`src/rtl/mfq_pkg.sv`:
```
// ----------------------------------------------------------------------------
// mfq_pkg
// Shared types and constants for the MJPEG frame qualifier.
// ----------------------------------------------------------------------------
`default_nettype none

package mfq_pkg;

    localparam int LEN_W   = 24;
    localparam int CNT_W   = 32;
    localparam int TOTAL_W = 64;
    localparam int DIM_W   = 12;
    localparam int APB_AW  = 4;
    localparam int APB_DW  = 32;

    // action codes
    localparam logic [1:0] ACT_DATA  = 2'd0;
    localparam logic [1:0] ACT_EMPTY = 2'd1;
    localparam logic [1:0] ACT_CLEAR = 2'd2;

    localparam logic [2:0] FMT_MJPEG = 3'd0;

    // marker bytes
    localparam logic [7:0] MARK_FF  = 8'hFF;
    localparam logic [7:0] MARK_SOI = 8'hD8;
    localparam logic [7:0] MARK_EOI = 8'hD9;

    // register indexes (paddr[3:2])
    localparam logic [1:0] REG_TARGET_WIDTH  = 2'd0;
    localparam logic [1:0] REG_TARGET_HEIGHT = 2'd1;
    localparam logic [1:0] REG_MAX_JPEG      = 2'd2;

    localparam logic [DIM_W-1:0] RST_TARGET_WIDTH  = 12'd1280;
    localparam logic [DIM_W-1:0] RST_TARGET_HEIGHT = 12'd720;
    localparam logic [LEN_W-1:0] RST_MAX_JPEG      = 24'd524288;

    typedef struct packed {
        logic [1:0]       action;
        logic [7:0]       byte_value;
        logic             last_byte;
        logic [2:0]       format_code;
        logic [DIM_W-1:0] frame_width;
        logic [DIM_W-1:0] frame_height;
    } item_t;

    typedef struct packed {
        logic               frame_complete;
        logic [LEN_W-1:0]   jpeg_length;
        logic [LEN_W-1:0]   frame_length;
        logic [CNT_W-1:0]   frames_seen;
        logic [CNT_W-1:0]   target_count;
        logic [CNT_W-1:0]   complete_count;
        logic [CNT_W-1:0]   missing_start_frames;
        logic [CNT_W-1:0]   missing_end_frames;
        logic [CNT_W-1:0]   oversized_count;
        logic [CNT_W-1:0]   empty_count;
        logic [TOTAL_W-1:0] byte_total;
    } result_t;

    typedef struct packed {
        logic [DIM_W-1:0] target_width;
        logic [DIM_W-1:0] target_height;
        logic [LEN_W-1:0] max_jpeg_bytes;
    } cfg_t;

    // per-beat verdict from the frame tracker to the statistics block
    typedef struct packed {
        logic             emit;
        logic             frame_end;
        logic             empty;
        logic             clear;
        logic             target;
        logic             done;
        logic             has_start;
        logic             has_end;
        logic             oversized;
        logic [LEN_W-1:0] jpeg_length;
        logic [LEN_W-1:0] frame_length;
    } status_t;

endpackage

`default_nettype wire

```
`src/rtl/mfq_regs.sv`:
```
// ----------------------------------------------------------------------------
// mfq_regs
// APB register file: target width, target height and size limit.
// ----------------------------------------------------------------------------
`default_nettype none

module mfq_regs (
    input  logic                       clk,
    input  logic                       rst_n,
    input  logic                       psel,
    input  logic                       penable,
    input  logic                       pwrite,
    input  logic [mfq_pkg::APB_AW-1:0] paddr,
    input  logic [mfq_pkg::APB_DW-1:0] pwdata,
    output logic [mfq_pkg::APB_DW-1:0] prdata,
    output logic                       pready,
    output mfq_pkg::cfg_t              cfg
);
    import mfq_pkg::*;

    logic [DIM_W-1:0] target_width_reg;
    logic [DIM_W-1:0] target_height_reg;
    logic [LEN_W-1:0] max_jpeg_reg;
    logic             wr_en;
    logic [1:0]       reg_idx;

    assign pready  = 1'b1;
    assign reg_idx = paddr[3:2];
    assign wr_en   = psel && penable && pwrite;

    always_ff @(posedge clk or negedge rst_n)
    begin
        if (!rst_n)
        begin
            target_width_reg  <= RST_TARGET_WIDTH;
            target_height_reg <= RST_TARGET_HEIGHT;
            max_jpeg_reg      <= RST_MAX_JPEG;
        end
        else if (wr_en)
        begin
            case (reg_idx)
                REG_TARGET_WIDTH:  target_width_reg  <= pwdata[DIM_W-1:0];
                REG_TARGET_HEIGHT: target_height_reg <= pwdata[DIM_W-1:0];
                REG_MAX_JPEG:      max_jpeg_reg      <= pwdata[LEN_W-1:0];
                default: ;
            endcase
        end
    end

    always_comb
    begin
        case (reg_idx)
            REG_TARGET_WIDTH:  prdata = APB_DW'(target_width_reg);
            REG_TARGET_HEIGHT: prdata = APB_DW'(target_height_reg);
            REG_MAX_JPEG:      prdata = APB_DW'(max_jpeg_reg);
            default:           prdata = '0;
        endcase
    end

    assign cfg.target_width   = target_width_reg;
    assign cfg.target_height  = target_height_reg;
    assign cfg.max_jpeg_bytes = max_jpeg_reg;

`ifndef SYNTHESIS
    a_wr_width: assert property (@(posedge clk) disable iff (!rst_n)
        (wr_en && reg_idx == REG_TARGET_WIDTH)
        |=> target_width_reg == $past(pwdata[DIM_W-1:0]))
        else $error("target width write lost");

    a_wr_max: assert property (@(posedge clk) disable iff (!rst_n)
        (wr_en && reg_idx == REG_MAX_JPEG)
        |=> max_jpeg_reg == $past(pwdata[LEN_W-1:0]))
        else $error("size limit write lost");

    a_no_wr_hold: assert property (@(posedge clk) disable iff (!rst_n)
        !wr_en |=> $stable(target_height_reg) && $stable(max_jpeg_reg))
        else $error("config changed without a write");
`endif

endmodule

`default_nettype wire

```
`src/rtl/mfq_frame.sv`:
```
// ----------------------------------------------------------------------------
// mfq_frame
// Per-frame tracker: byte position, start/end marker search and verdict.
// ----------------------------------------------------------------------------
`default_nettype none

module mfq_frame (
    input  logic             clk,
    input  logic             rst_n,
    input  logic             accept,
    input  mfq_pkg::item_t   item,
    input  mfq_pkg::cfg_t    cfg,
    output mfq_pkg::status_t status
);
    import mfq_pkg::*;

    localparam logic [LEN_W-1:0] LEN_MAX = '1;

    logic [LEN_W-1:0] pos_reg;
    logic             start_ok_reg;
    logic             prev_ff_reg;
    logic [LEN_W-1:0] end_pos_reg;

    logic             is_data;
    logic             is_empty;
    logic             frame_end;
    logic [LEN_W-1:0] flen;
    logic             start_ok_next;
    logic [LEN_W-1:0] end_pos_next;
    logic             target;
    logic             oversized;
    logic             has_start;
    logic             has_end;
    logic [LEN_W-1:0] jlen;

    always_comb
    begin
        is_data   = (item.action == ACT_DATA);
        is_empty  = (item.action == ACT_EMPTY);
        frame_end = is_data && item.last_byte;

        // length saturates at all ones
        flen = (pos_reg == LEN_MAX) ? pos_reg : pos_reg + 1'b1;

        if (pos_reg == '0)
            start_ok_next = (item.byte_value == MARK_FF);
        else if (pos_reg == LEN_W'(1))
            start_ok_next = start_ok_reg && (item.byte_value == MARK_SOI);
        else
            start_ok_next = start_ok_reg;

        end_pos_next = (prev_ff_reg && item.byte_value == MARK_EOI) ? flen : end_pos_reg;

        target    = (item.format_code == FMT_MJPEG)
                    && (item.frame_width == cfg.target_width)
                    && (item.frame_height == cfg.target_height);
        oversized = target && (flen > cfg.max_jpeg_bytes);
        has_start = target && (flen >= LEN_W'(2)) && start_ok_next;
        jlen      = target ? end_pos_next : '0;
        has_end   = (jlen != '0);
    end

    always_comb
    begin
        status.emit         = frame_end || is_empty;
        status.frame_end    = frame_end;
        status.empty        = is_empty;
        status.clear        = (item.action == ACT_CLEAR);
        status.target       = target;
        status.done         = target && !oversized && has_start && has_end;
        status.has_start    = has_start;
        status.has_end      = has_end;
        status.oversized    = oversized;
        status.jpeg_length  = jlen;
        status.frame_length = flen;
    end

    always_ff @(posedge clk or negedge rst_n)
    begin
        if (!rst_n)
        begin
            pos_reg      <= '0;
            start_ok_reg <= 1'b0;
            prev_ff_reg  <= 1'b0;
            end_pos_reg  <= '0;
        end
        else if (accept)
        begin
            if (is_data && !item.last_byte)
            begin
                pos_reg      <= flen;
                start_ok_reg <= start_ok_next;
                prev_ff_reg  <= (item.byte_value == MARK_FF);
                end_pos_reg  <= end_pos_next;
            end
            else if (frame_end || is_empty)
            begin
                pos_reg      <= '0;
                start_ok_reg <= 1'b0;
                prev_ff_reg  <= 1'b0;
                end_pos_reg  <= '0;
            end
        end
    end

`ifndef SYNTHESIS
    a_frame_restart: assert property (@(posedge clk) disable iff (!rst_n)
        (accept && (frame_end || is_empty))
        |=> pos_reg == '0 && end_pos_reg == '0 && !prev_ff_reg)
        else $error("frame state not cleared at frame end");

    a_end_within_frame: assert property (@(posedge clk) disable iff (!rst_n)
        end_pos_reg <= pos_reg)
        else $error("end marker beyond current position");

    a_start_needs_ff: assert property (@(posedge clk) disable iff (!rst_n)
        (accept && is_data && !item.last_byte && pos_reg == '0
         && item.byte_value != MARK_FF) |=> !start_ok_reg)
        else $error("start flag set without leading ff");
`endif

endmodule

`default_nettype wire

```
`src/rtl/mfq_stats.sv`:
```
// ----------------------------------------------------------------------------
// mfq_stats
// Statistics counters and result register with its valid flag.
// ----------------------------------------------------------------------------
`default_nettype none

module mfq_stats (
    input  logic             clk,
    input  logic             rst_n,
    input  logic             accept,
    input  mfq_pkg::status_t status,
    input  logic             result_ready,
    output logic             result_valid,
    output mfq_pkg::result_t result
);
    import mfq_pkg::*;

    localparam int NUM_CNT      = 7;
    localparam int CNT_FRAMES   = 0;
    localparam int CNT_TARGET   = 1;
    localparam int CNT_COMPLETE = 2;
    localparam int CNT_NO_START = 3;
    localparam int CNT_NO_END   = 4;
    localparam int CNT_OVERSIZE = 5;
    localparam int CNT_EMPTY    = 6;

    // counters double as the result payload: nothing is accepted while a
    // result waits, so they cannot move under a stalled beat
    logic [CNT_W-1:0]   cnt_reg   [NUM_CNT];
    logic [CNT_W-1:0]   cnt_next  [NUM_CNT];
    logic [TOTAL_W-1:0] total_reg;
    logic [TOTAL_W-1:0] total_next;
    logic [NUM_CNT-1:0] inc;
    logic               valid_reg;
    logic               done_reg;
    logic [LEN_W-1:0]   jlen_reg;
    logic [LEN_W-1:0]   flen_reg;

    always_comb
    begin
        inc               = '0;
        inc[CNT_FRAMES]   = status.frame_end;
        inc[CNT_TARGET]   = status.frame_end && status.target;
        inc[CNT_COMPLETE] = status.frame_end && status.done;
        inc[CNT_NO_START] = status.frame_end && status.target && !status.has_start;
        inc[CNT_NO_END]   = status.frame_end && status.target && !status.has_end;
        inc[CNT_OVERSIZE] = status.frame_end && status.oversized;
        inc[CNT_EMPTY]    = status.empty;

        for (int k = 0; k < NUM_CNT; k++)
            cnt_next[k] = status.clear ? '0 : cnt_reg[k] + CNT_W'(inc[k]);

        if (status.clear)
            total_next = '0;
        else if (status.frame_end)
            total_next = total_reg + TOTAL_W'(status.frame_length);
        else
            total_next = total_reg;
    end

    always_ff @(posedge clk or negedge rst_n)
    begin
        if (!rst_n)
        begin
            for (int k = 0; k < NUM_CNT; k++)
                cnt_reg[k] <= '0;
            total_reg <= '0;
            valid_reg <= 1'b0;
        end
        else
        begin
            if (accept)
            begin
                for (int k = 0; k < NUM_CNT; k++)
                    cnt_reg[k] <= cnt_next[k];
                total_reg <= total_next;
            end
            if (accept && status.emit)
                valid_reg <= 1'b1;
            else if (result_ready)
                valid_reg <= 1'b0;
        end
    end

    always_ff @(posedge clk)
    begin
        if (accept && status.emit)
        begin
            done_reg <= status.frame_end && status.done;
            jlen_reg <= status.frame_end ? status.jpeg_length : '0;
            flen_reg <= status.frame_end ? status.frame_length : '0;
        end
    end

    assign result_valid                = valid_reg;
    assign result.frame_complete       = done_reg;
    assign result.jpeg_length          = jlen_reg;
    assign result.frame_length         = flen_reg;
    assign result.frames_seen          = cnt_reg[CNT_FRAMES];
    assign result.target_count         = cnt_reg[CNT_TARGET];
    assign result.complete_count       = cnt_reg[CNT_COMPLETE];
    assign result.missing_start_frames = cnt_reg[CNT_NO_START];
    assign result.missing_end_frames   = cnt_reg[CNT_NO_END];
    assign result.oversized_count      = cnt_reg[CNT_OVERSIZE];
    assign result.empty_count          = cnt_reg[CNT_EMPTY];
    assign result.byte_total           = total_reg;

`ifndef SYNTHESIS
    a_emit_valid: assert property (@(posedge clk) disable iff (!rst_n)
        (accept && status.emit) |=> valid_reg)
        else $error("result beat not raised");

    a_clear_zero: assert property (@(posedge clk) disable iff (!rst_n)
        (accept && status.clear)
        |=> cnt_reg[CNT_FRAMES] == '0 && cnt_reg[CNT_EMPTY] == '0 && total_reg == '0)
        else $error("statistics not cleared");

    a_empty_count: assert property (@(posedge clk) disable iff (!rst_n)
        (accept && status.empty)
        |=> cnt_reg[CNT_EMPTY] == CNT_W'($past(cnt_reg[CNT_EMPTY]) + 1'b1))
        else $error("empty frame not counted");

    a_no_accept_stalled: assert property (@(posedge clk) disable iff (!rst_n)
        (valid_reg && !result_ready) |-> !accept)
        else $error("item taken while result stalled");
`endif

endmodule

`default_nettype wire

```
`src/rtl/mjpeg_frame_qualifier_top.sv`:
```
// ----------------------------------------------------------------------------
// mjpeg_frame_qualifier_top
// Latency: a result beat is valid the cycle after its closing item is taken.
// Throughput: one item per cycle; ready drops only while a result is stalled.
// The single result register, shared with the statistics counters, sets this.
// Reset clears frame state, counters and valid; config returns to defaults.
// ----------------------------------------------------------------------------
`default_nettype none

module mjpeg_frame_qualifier_top (
    input  logic                       clk,
    input  logic                       rst_n,
    input  logic                       psel,
    input  logic                       penable,
    input  logic                       pwrite,
    input  logic [mfq_pkg::APB_AW-1:0] paddr,
    input  logic [mfq_pkg::APB_DW-1:0] pwdata,
    output logic [mfq_pkg::APB_DW-1:0] prdata,
    output logic                       pready,
    input  logic                       item_valid,
    output logic                       item_ready,
    input  mfq_pkg::item_t             item,
    output logic                       result_valid,
    input  logic                       result_ready,
    output mfq_pkg::result_t           result
);
    import mfq_pkg::*;

    cfg_t    cfg;
    status_t status;
    logic    accept;

    assign item_ready = !result_valid || result_ready;
    assign accept     = item_valid && item_ready;

    mfq_regs u_regs (
        .clk     (clk),
        .rst_n   (rst_n),
        .psel    (psel),
        .penable (penable),
        .pwrite  (pwrite),
        .paddr   (paddr),
        .pwdata  (pwdata),
        .prdata  (prdata),
        .pready  (pready),
        .cfg     (cfg)
    );

    mfq_frame u_frame (
        .clk    (clk),
        .rst_n  (rst_n),
        .accept (accept),
        .item   (item),
        .cfg    (cfg),
        .status (status)
    );

    mfq_stats u_stats (
        .clk          (clk),
        .rst_n        (rst_n),
        .accept       (accept),
        .status       (status),
        .result_ready (result_ready),
        .result_valid (result_valid),
        .result       (result)
    );

endmodule

`default_nettype wire
```
`config.mk`:
```
export PLATFORM = sky130hd
export DESIGN_NAME = mjpeg_frame_qualifier_top
export DESIGN_NICKNAME = d
export VERILOG_FILES = /design/src/rtl/mfq_pkg.sv /design/src/rtl/mfq_regs.sv /design/src/rtl/mfq_frame.sv /design/src/rtl/mfq_stats.sv /design/src/rtl/mjpeg_frame_qualifier_top.sv
export SDC_FILE = /design/constraint.sdc
export NUM_CORES = 1
export LEC_CHECK = 0
export BUFFER_PORTS_ARGS = -buffer_cell sky130_fd_sc_hd__buf_2
export CORE_ASPECT_RATIO = 0.8
export CORE_UTILIZATION = 45
export CTS_BUF_LIST = sky130_fd_sc_hd__clkbuf_16
export DETAILED_ROUTE_END_ITERATION = 10
export PLACE_DENSITY = 0.73
export SYNTH_ARGS = -nofsm -noshare
export SYNTH_HDL_FRONTEND = slang
export SYNTH_SLANG_ARGS = --single-unit
```
`constraint.sdc`:
```
create_clock -name clk -period 8.35 [get_ports clk]
set_input_delay 2.0875 -clock clk [delete_from_list [all_inputs] [get_ports clk]]
set_output_delay 2.0875 -clock clk [all_outputs]
set_load 0.005 [all_outputs]
```
==> impl_metrics.env, run 1 <==
export IMPL_drt_iter0_drc=1656
export IMPL_slowest_delay_ns=0.68
export IMPL_p_sw_frac=0.260
export IMPL_placed_area_mm2=0.0256
export IMPL_setup_tns_ns=0
export IMPL_cts_tree="yes"
export IMPL_leakage_nw=13.2
export IMPL_die_area_mm2=0.0514
export IMPL_worstHoldPathType="flop to flop"
export IMPL_drcViolationCount=0
export IMPL_ys_ff_latch=436
export IMPL_dp_hpwl_um=49200
export IMPL_startpoint_type="flop"
export IMPL_crit_top_cell="nor2_1"
export IMPL_pwr_share_comb=0.093
export IMPL_drtPass1Iterations=6
export IMPL_status="completed"
export IMPL_fin_nets=2958
export IMPL_num_io_pins=453
export IMPL_largest_reg_flops=224
export IMPL_end_kind="flop"
export IMPL_num_rows=73
export IMPL_synth_flop_cell="dfrtp_1"
export IMPL_synth_distinct_cells=75
export IMPL_final_util=0.543
export IMPL_crit_type="flop to flop"
export IMPL_critPathRequiredTime_ns=8.78
export IMPL_clockPowerShare=0.417
export IMPL_antenna_found_initial=9
export IMPL_insertion_delay_ns=0.58
export IMPL_fin_ws_ns=0.853
export IMPL_fin_area_mm2=0.0270
export IMPL_setup_viol=0
export IMPL_timing_fmax_mhz=133
export IMPL_crit_fanout=10
export IMPL_hold_violations=0
export IMPL_grt_overflow_total=0
export IMPL_cts_hold_buf=0
export IMPL_pre_cts_slack_ns=0.915
export IMPL_synth_edf_count=49
export IMPL_multiInputGateArea_mm2=0.0108
export IMPL_layout_area_overhead_vs_synth_pct=18.9
export IMPL_cts_buffer_depth=3
export IMPL_register_area_mm2=0.0112
export IMPL_ir_worst_vdd_v=0.000148
export IMPL_netlist_instances=2403
export IMPL_grt_pass1_vias=19300
export IMPL_synth_area_per_cell_um2=9.45
export IMPL_grt_pass1_wl_um=108000
export IMPL_min_period_ns=7.50
export IMPL_place_congestion=0.964
export IMPL_wirelength_um=67900
export IMPL_cts_buffers=47
export IMPL_dp_cells=3443
export IMPL_seq_power_share=0.490
export IMPL_die_w_um=253
export IMPL_worst_pin_slew_ns=1.21
export IMPL_path_clk_slew_ns=0.06
export IMPL_htreeDepth=2
export IMPL_synth_warning_count=0
export IMPL_nFillCells=4452
export IMPL_cts_sinks=436
export IMPL_switchingPower_w=0.00122
export IMPL_relSlewSlack=0.187
export IMPL_cp_slowest_cell="xnor2_1"
export IMPL_core_mm2=0.0498
export IMPL_fin_crit_sh=0.898
export IMPL_initial_core_util=0.456
export IMPL_grt_max_degree=208
export IMPL_drv_slew=0
export IMPL_critPathArrivalTime_ns=7.93
export IMPL_ys_seq_area_frac=0.492
export IMPL_cap_viol_max_count=0
export IMPL_layout_drive_gt1_share=0.208
export IMPL_portBuffers=433
export IMPL_routedWlPerCell_um=19.2
export IMPL_p_int_w=0.00347
export IMPL_stdcell_count=3536
export IMPL_grt_usage=0.264
export IMPL_cts_resized=0
export IMPL_power_density_mw_per_mm2=174
export IMPL_vias=19700
export IMPL_route_antenna_remaining_nets=0
export IMPL_rsz0062_at_grt="no"
export IMPL_cts_root_buf="clkbuf_16"
export IMPL_synthesis_area_mm2=0.0227
export IMPL_cts_setup_buffers=0
export IMPL_clock_skew_final_ns=0.0237
export IMPL_async_reset_ff_frac=0.888
export IMPL_fp_dieH_um=203
export IMPL_avgViaCountPerCell=5.58
## per-layer routing
layer | GRT usage | up-vias | wire (um)
li1 | - | 9174 | -
met1 | 0.369 | 9707 | 30000
met2 | 0.400 | 697 | 30300
met3 | 0.0542 | 145 | 4830
met4 | 0.109 | 0 | 2760
met5 | 0 | - | 0
## worst max-delay path: cells and delay by family, from the launching register on
kind | cells | cell delay [ns]
xor gates and xnor gates | 2 | 0.81
adders and majority gates | 2 | 0.60
buffers and inverters | 1 | 0.22
and+or+nand+nor | 14 | 3.23
DFF | 1 | 0.57
AOI/OAI and AO/OA | 7 | 1.89
## area by class of cell
cell class                 count  share of cell area
clock buffer                  48              0.0445
timing repair buffer         466              0.0907
inverter                      78              0.0108
clock inverter                38             0.00783
antenna                        7            0.000649
sequential                   436               0.413
tap                          675              0.0313
multi-input combinational   1788               0.401
## cells in the mapped netlist (7+ instances only)
master | number | area (um^2)
a21o_1 | 19 | 143
clkbuf_1 | 78 | 293
xnor2_1 | 115 | 1010
and4_1 | 17 | 149
inv_1 | 76 | 285
dfrtp_1 | 380 | 9510
nor2_1 | 316 | 1190
o211ai_1 | 9 | 67.6
buf_4 | 13 | 97.6
mux2i_1 | 15 | 150
nor4_1 | 30 | 188
xor2_1 | 145 | 1270
nand2b_1 | 11 | 68.8
a211oi_1 | 27 | 203
o21ai_0 | 172 | 861
nor3_1 | 42 | 210
dfstp_2 | 7 | 184
nand3_1 | 118 | 591
and3_1 | 51 | 319
and2_1 | 22 | 138
nor2b_1 | 10 | 62.6
o41ai_1 | 8 | 70.1
mux2_2 | 27 | 304
or3_1 | 40 | 250
nand2_1 | 282 | 1060
o311ai_0 | 7 | 61.3
ha_1 | 59 | 738
a31oi_1 | 8 | 50.1
a21oi_1 | 69 | 345
buf_2 | 9 | 45.0
o31ai_1 | 9 | 67.6
edfxtp_1 | 49 | 1470
nand4_1 | 72 | 450
a22o_1 | 7 | 61.3
## placed cells by master (no fill, tap or decap), types with 10 or more instances in the layout
| cell type | count |
|---|---|
| nand2b_1 | 11 |
| mux2i_1 | 15 |
| mux2_2 | 27 |
| a21o_1 | 19 |
| buf_4 | 31 |
| inv_1 | 89 |
| nor2_1 | 314 |
| clkbuf_16 | 48 |
| or3_1 | 40 |
| xnor2_1 | 115 |
| nor3_1 | 42 |
| and2_1 | 22 |
| clkinv_2 | 10 |
| nor4_1 | 30 |
| o21ai_0 | 172 |
| xor2_1 | 145 |
| and4_1 | 17 |
| a21oi_1 | 69 |
| nand2_1 | 282 |
| and3_1 | 51 |
| nand4_1 | 72 |
| nand3_1 | 118 |
| dfrtp_1 | 380 |
| buf_2 | 432 |
| edfxtp_1 | 49 |
| a211oi_1 | 27 |
| ha_1 | 59 |
## final timing paths
| kind | start | to | slack [ns] | cells after the start |
|---|---|---|---|---|
| min in group asynchronous | rst_n | u_stats.result[271] | 1.49 | 1 |
| max in group asynchronous | rst_n | u_stats.total_reg[6] | 5.39 | 2 |
| min | u_stats.result[128] | u_stats.result[128] | 0.50 | 2 |
| max reg2reg | u_frame.pos_reg[10] | u_stats.result[223] | 0.85 | 26 |
| max | u_frame.pos_reg[10] | u_stats.result[223] | 0.85 | 26 |
| min reg2reg | u_stats.result[128] | u_stats.result[128] | 0.50 | 2 |
## power by group through the flow
stage / sequential (W) / combinational, W / clock (W)
finish: 0.00230 / 0.000436 / 0.00195
global route: 0.00231 / 0.000484 / 0.00207
CTS: 0.00230 / 0.000437 / 0.00199
detailed placement: 0.00234 / 0.000434 / 0
global placement: 0.00233 / 0.000420 / 0
floorplan: 0.00232 / 0.000243 / 0
## stage by stage
| stage | hold WS [ns] | total power [W] |
|---|---|---|
| 2_1_floorplan | 0.466 | 0.00256 |
| 3_3_place_gp | 0.479 | 0.00275 |
| 3_5_place_dp | 0.489 | 0.00277 |
| 4_1_cts | 0.503 | 0.00473 |
| 5_1_grt | 0.530 | 0.00486 |
| 6_report | 0.502 | 0.00469 |
## cell families after synthesis
logic type / count (synthesis) / synth area share
other: 2 / 0.000331
DFF: 436 / 0.492
AOI/OAI and AO/OA: 371 / 0.0992
muxes: 42 / 0.0200
buffers and inverters: 186 / 0.0338
xor gates and xnor gates: 261 / 0.101
and+or+nand+nor: 1040 / 0.218
adders and majority gates: 65 / 0.0356
No activity file was read; power rests on OpenSTA's default activity.
==> inputs of run 2 (changes only) <==
- RECOVER_POWER: not set -> 25
==> impl_metrics.env, run 2 (same netlist as run 1, synthesis figures left out) <==
export IMPL_status="complete, but fails checks"
export IMPL_violations="capacitance limit, slew limit"
export IMPL_r2r_end="u_stats.result[223]"
export IMPL_grt_usage=0.264
export IMPL_clockPowerShare=0.417
export IMPL_min_period_ns=7.52
export IMPL_die_w_um=253
export IMPL_num_io_pins=453
export IMPL_worstHoldPathType="flop to flop"
export IMPL_grt_overflow_total=0
export IMPL_critPathRequiredTime_ns=8.78
export IMPL_cts_sinks=436
export IMPL_cp_slowest_cell="a2111oi_0"
export IMPL_drcViolationCount=0
export IMPL_cts_buffer_depth=3
export IMPL_fin_ws_ns=0.832
export IMPL_switchingPower_w=0.00122
export IMPL_cts_root_buf="clkbuf_16"
export IMPL_drtPass1Iterations=5
export IMPL_final_common_cell="buf_2"
export IMPL_worst_pin_slew_ns=4.31
export IMPL_end_kind="flop"
export IMPL_rsz0062_at_grt="no"
export IMPL_critPathArrivalTime_ns=7.95
export IMPL_htreeDepth=2
export IMPL_grt_pass1_vias=19300
export IMPL_timing_fmax_mhz=133
export IMPL_hold_end="u_stats.result[64]"
export IMPL_drv_slew=195
export IMPL_insertion_delay_ns=0.58
export IMPL_crit_fanout=7
export IMPL_reg2reg_setup_slack_ns=0.83
export IMPL_p_int_w=0.00347
export IMPL_setup_viol=0
export IMPL_path_clk_slew_ns=0.06
export IMPL_hold_violations=0
export IMPL_power_density_mw_per_mm2=174
export IMPL_cts_setup_buffers=0
export IMPL_num_rows=73
export IMPL_layout_area_overhead_vs_synth_pct=18.8
export IMPL_fin_crit_sh=0.900
export IMPL_place_congestion=0.964
export IMPL_dp_cells=3443
export IMPL_clock_skew_final_ns=0.0228
export IMPL_pwr_share_comb=0.093
export IMPL_worstReg2RegStart="u_frame.pos_reg[0]"
export IMPL_cts_buffers=47
export IMPL_dp_hpwl_um=49200
export IMPL_startpoint_type="flop"
export IMPL_slowest_delay_ns=0.55
export IMPL_core_mm2=0.0498
export IMPL_vias=19700
export IMPL_nFillCells=4462
export IMPL_leakage_nw=13.2
export IMPL_layout_drive_gt1_share=0.206
export IMPL_initial_core_util=0.456
export IMPL_min_from="u_stats.result[64]"
export IMPL_mostFrequentLayoutCells="buf_2 (430), dfrtp_1 (380), nor2_1 (314)"
export IMPL_portBuffers=433
export IMPL_cap_viol_max_count=3
export IMPL_cts_resized=0
export IMPL_relSlewSlack=-1.88
export IMPL_grt_max_degree=208
export IMPL_avgViaCountPerCell=5.58
export IMPL_routedWlPerCell_um=19.2
export IMPL_route_antenna_remaining_nets=0
export IMPL_reg2reg_depth=29
export IMPL_p_sw_frac=0.260
export IMPL_wirelength_um=67800
export IMPL_stdcell_count=3536
export IMPL_seq_power_share=0.490
export IMPL_crit_type="flop to flop"
export IMPL_p_total_w=0.00469
export IMPL_die_area_mm2=0.0514
export IMPL_setup_tns_ns=0
export IMPL_fp_dieH_um=203
export IMPL_pre_cts_slack_ns=0.915
export IMPL_ir_worst_vdd_v=0.000148
export IMPL_cts_tree="yes"
export IMPL_cts_hold_buf=0
export IMPL_largest_reg_flops=224
export IMPL_fin_nets=2958
export IMPL_worstHoldPathCells=2
export IMPL_drt_iter0_drc=1683
export IMPL_antenna_found_initial=9
export IMPL_grt_pass1_wl_um=108000
[run 2: cell types whose count changed in the layout (fill, tap and decap cells not counted), sizes merged]
| cell | change |
|---|---|
| clkbuf | +8 |
| buf | -8 |
[run 2: worst max path at each step]
| stage | from | end |
|---|---|---|
| floorplan | u_frame.pos_reg[0] | u_stats.result[223] |
| global placement | u_frame.pos_reg[10] | u_stats.result[223] |
| detailed placement | u_frame.pos_reg[10] | u_stats.result[223] |
| CTS | u_frame.pos_reg[10] | u_stats.result[223] |
| global route | u_frame.pos_reg[10] | u_stats.result[223] |
| finish | u_frame.pos_reg[0] | u_stats.result[223] |
[run 2: critical path, delay by kind of cell (launching register included)]
family	cells	cell delay (ns)
and+or+nand+nor	13	3.03
AOI/OAI and AO/OA	9	1.83
adders and majority gates	3	0.97
xor gates and xnor gates	2	0.56
DFF	1	0.50
buffers and inverters	2	0.45
[run 2: power by group through the flow]
stage / clock network (W) / logic (W) / registers, W
final: 0.00195 / 0.000435 / 0.00230
after detailed placement: 0 / 0.000434 / 0.00234
after global routing: 0.00207 / 0.000483 / 0.00231
after CTS: 0.00199 / 0.000437 / 0.00230
after floorplan: 0 / 0.000243 / 0.00232
after global placement: 0 / 0.000420 / 0.00233
[run 2: area by class of cell]
| class | instances | area, um^2 | share of cell area |
|---|---|---|---|
| clock buffer | 48 | 1200 | 0.0445 |
| timing repair buffer | 466 | 2420 | 0.0897 |
| clock inverter | 38 | 211 | 0.00784 |
| tap | 675 | 845 | 0.0313 |
| inverter | 78 | 293 | 0.0109 |
| antenna | 7 | 17.5 | 0.000649 |
| sequential | 436 | 11200 | 0.414 |
| multi-input combinational | 1788 | 10800 | 0.401 |
[run 2: per-stage QoR]
step           hold WS (ns)  cell area [um^2]   util
6_report              0.503             27000  0.542
5_1_grt               0.530             27000  0.542
4_1_cts               0.503             27000  0.542
3_5_place_dp          0.489             25600  0.514
3_3_place_gp          0.479             25600  0.514
2_1_floorplan         0.466             22700      -
[run 2: metal layers]
metal | vias to the layer above | routed length (um) | GRT usage
li1 | 9176 | - | -
met1 | 9764 | 29900 | 0.369
met2 | 661 | 30500 | 0.400
met3 | 140 | 4710 | 0.0542
met4 | 0 | 2670 | 0.109
met5 | - | 0 | 0
==> inputs of run 3 (changes only) <==
- clock period: 8.35 -> 7 ns (I/O delays scaled with it)
==> impl_metrics.env, run 3 (same netlist as run 1, synthesis figures left out) <==
export IMPL_clock_skew_final_ns=0.0192
export IMPL_drtPass1Iterations=5
export IMPL_ir_worst_vdd_v=0.000166
export IMPL_critPathRequiredTime_ns=7.42
export IMPL_portBuffers=433
export IMPL_layout_drive_gt1_share=0.214
export IMPL_worstHoldPathType="flop to flop"
export IMPL_grt_pass1_wl_um=107000
export IMPL_vias=19800
export IMPL_min_from="u_frame.start_ok_reg"
export IMPL_timing_fmax_mhz=151
export IMPL_power_density_mw_per_mm2=208
export IMPL_fin_nets=2981
export IMPL_mostFrequentLayoutCells="buf_2 (430), dfrtp_1 (380), nor2_1 (313)"
export IMPL_path_clk_slew_ns=0.06
export IMPL_fin_crit_sh=0.944
export IMPL_worstReg2RegStart="u_frame.pos_reg[15]"
export IMPL_drt_iter0_drc=1830
export IMPL_cts_tree="yes"
export IMPL_place_congestion=0.972
export IMPL_status="complete, but fails checks"
export IMPL_cts_buffer_depth=3
export IMPL_grt_overflow_total=0
export IMPL_num_io_pins=453
export IMPL_leakage_nw=13.3
export IMPL_crit_fanout=7
export IMPL_worst_pin_slew_ns=3.75
export IMPL_route_antenna_remaining_nets=0
export IMPL_placed_area_mm2=0.0258
export IMPL_cts_hold_buf=0
export IMPL_min_period_ns=6.61
export IMPL_cts_setup_buffers=0
export IMPL_crit_type="flop to flop"
export IMPL_nFillCells=4464
export IMPL_startpoint_type="flop"
export IMPL_htreeDepth=2
export IMPL_setup_viol=0
export IMPL_violations="capacitance limit, slew limit"
export IMPL_relSlewSlack=-1.50
export IMPL_slowest_delay_ns=0.71
export IMPL_die_area_mm2=0.0514
export IMPL_die_w_um=253
export IMPL_grt_usage=0.265
export IMPL_largest_reg_flops=224
export IMPL_dp_hpwl_um=49800
export IMPL_drcViolationCount=0
export IMPL_grt_pass1_vias=19200
export IMPL_cts_sinks=436
export IMPL_hold_violations=0
export IMPL_grt_max_degree=231
export IMPL_initial_core_util=0.456
export IMPL_rsz0062_at_grt="no"
export IMPL_insertion_delay_ns=0.59
export IMPL_final_common_cell="buf_2"
export IMPL_setup_tns_ns=0
export IMPL_antenna_found_initial=8
export IMPL_crit_top_cell="a21o_1"
export IMPL_cts_root_buf="clkbuf_16"
export IMPL_fin_area_mm2=0.0272
export IMPL_critPathArrivalTime_ns=7.03
export IMPL_cap_viol_max_count=2
export IMPL_crit_start="u_frame.pos_reg[15]"
export IMPL_layout_area_overhead_vs_synth_pct=19.8
export IMPL_drv_slew=114
export IMPL_p_total_w=0.00567
export IMPL_cp_slowest_cell="or4_1"
export IMPL_wirelength_um=68700
export IMPL_routedWlPerCell_um=19.3
export IMPL_cts_buffers=48
export IMPL_end_kind="flop"
export IMPL_avgViaCountPerCell=5.57
export IMPL_num_rows=73
export IMPL_fp_dieH_um=203
export IMPL_core_mm2=0.0498
run 3: changes by cell type in the layout (fill, tap and decap cells not counted), moves of 2 or more:
| cell | delta |
|---|---|
| and2_0 | +2 |
| and2_1 | -2 |
| buf_4 | +21 |
| clkinv_1 | -2 |
| clkinv_2 | +2 |
| clkinv_4 | +2 |
run 3: worst paths after layout:
kind                                   endpoint  slack, ns  cells after the start
setup / recovery            u_stats.result[218]       0.39                     28
hold reg to reg            u_frame.start_ok_reg       0.51                      1
setup reg to reg            u_stats.result[218]       0.39                     28
min in group asynchronous   u_stats.result[279]       2.46                      1
max in group asynchronous    u_stats.result[93]       2.34                      2
hold / removal             u_frame.start_ok_reg       0.51                      1
run 3: power breakdown:
group          internal, W  leakage (nW)  switching (W)  total (W)
Sequential         0.00266          5.78      0.0000832    0.00274
Combinational     0.000198          6.77       0.000328   0.000526
Clock              0.00133         0.768        0.00107    0.00240
Total              0.00419          13.3        0.00148    0.00567
run 3: what timing repair did:
action,in CTS,in global routing
setup endpoints to repair,0,5
resized for setup,0,2
endpoints found under the hold margin,0,0
run 3: layout make-up:
cell class	instances	area, um^2	area share
clock buffer	48	1200	0.0441
tap	675	845	0.0310
multi-input combinational	1788	10800	0.398
antenna	7	17.5	0.000644
sequential	436	11200	0.410
clock inverter	41	268	0.00984
inverter	78	293	0.0108
timing repair buffer	488	2590	0.0953
run 3: through the flow:
step                       util  hold WS [ns]  setup slack (ns)  std cells
after CTS                 0.547         0.505             0.361       3554
after floorplan               -         0.466             0.572       2410
final                     0.547         0.506             0.389       3561
after global routing      0.547         0.528            0.0790       3560
after global placement    0.517         0.479             0.523       3465
after detailed placement  0.517         0.491             0.391       3465
run 3: metal layers:
layer,track usage,part of all wire,up-vias
li1,-,-,9212
met1,0.363,0.44,9825
met2,0.409,0.45,662
met3,0.0556,0.072,134
met4,0.106,0.036,2
met5,0,0.00025,-
run 3: critical path, delay by kind of cell, from the launching register on:
kind,cells,cell delay [ns]
AO/OA/AOI/OAI,10,2.03
AND/OR/NAND/NOR,12,2.55
adder cells (fa/ha/maj),2,0.53
buffers and inverters,2,0.30
XOR/XNOR,2,0.57
flip-flops,1,0.49
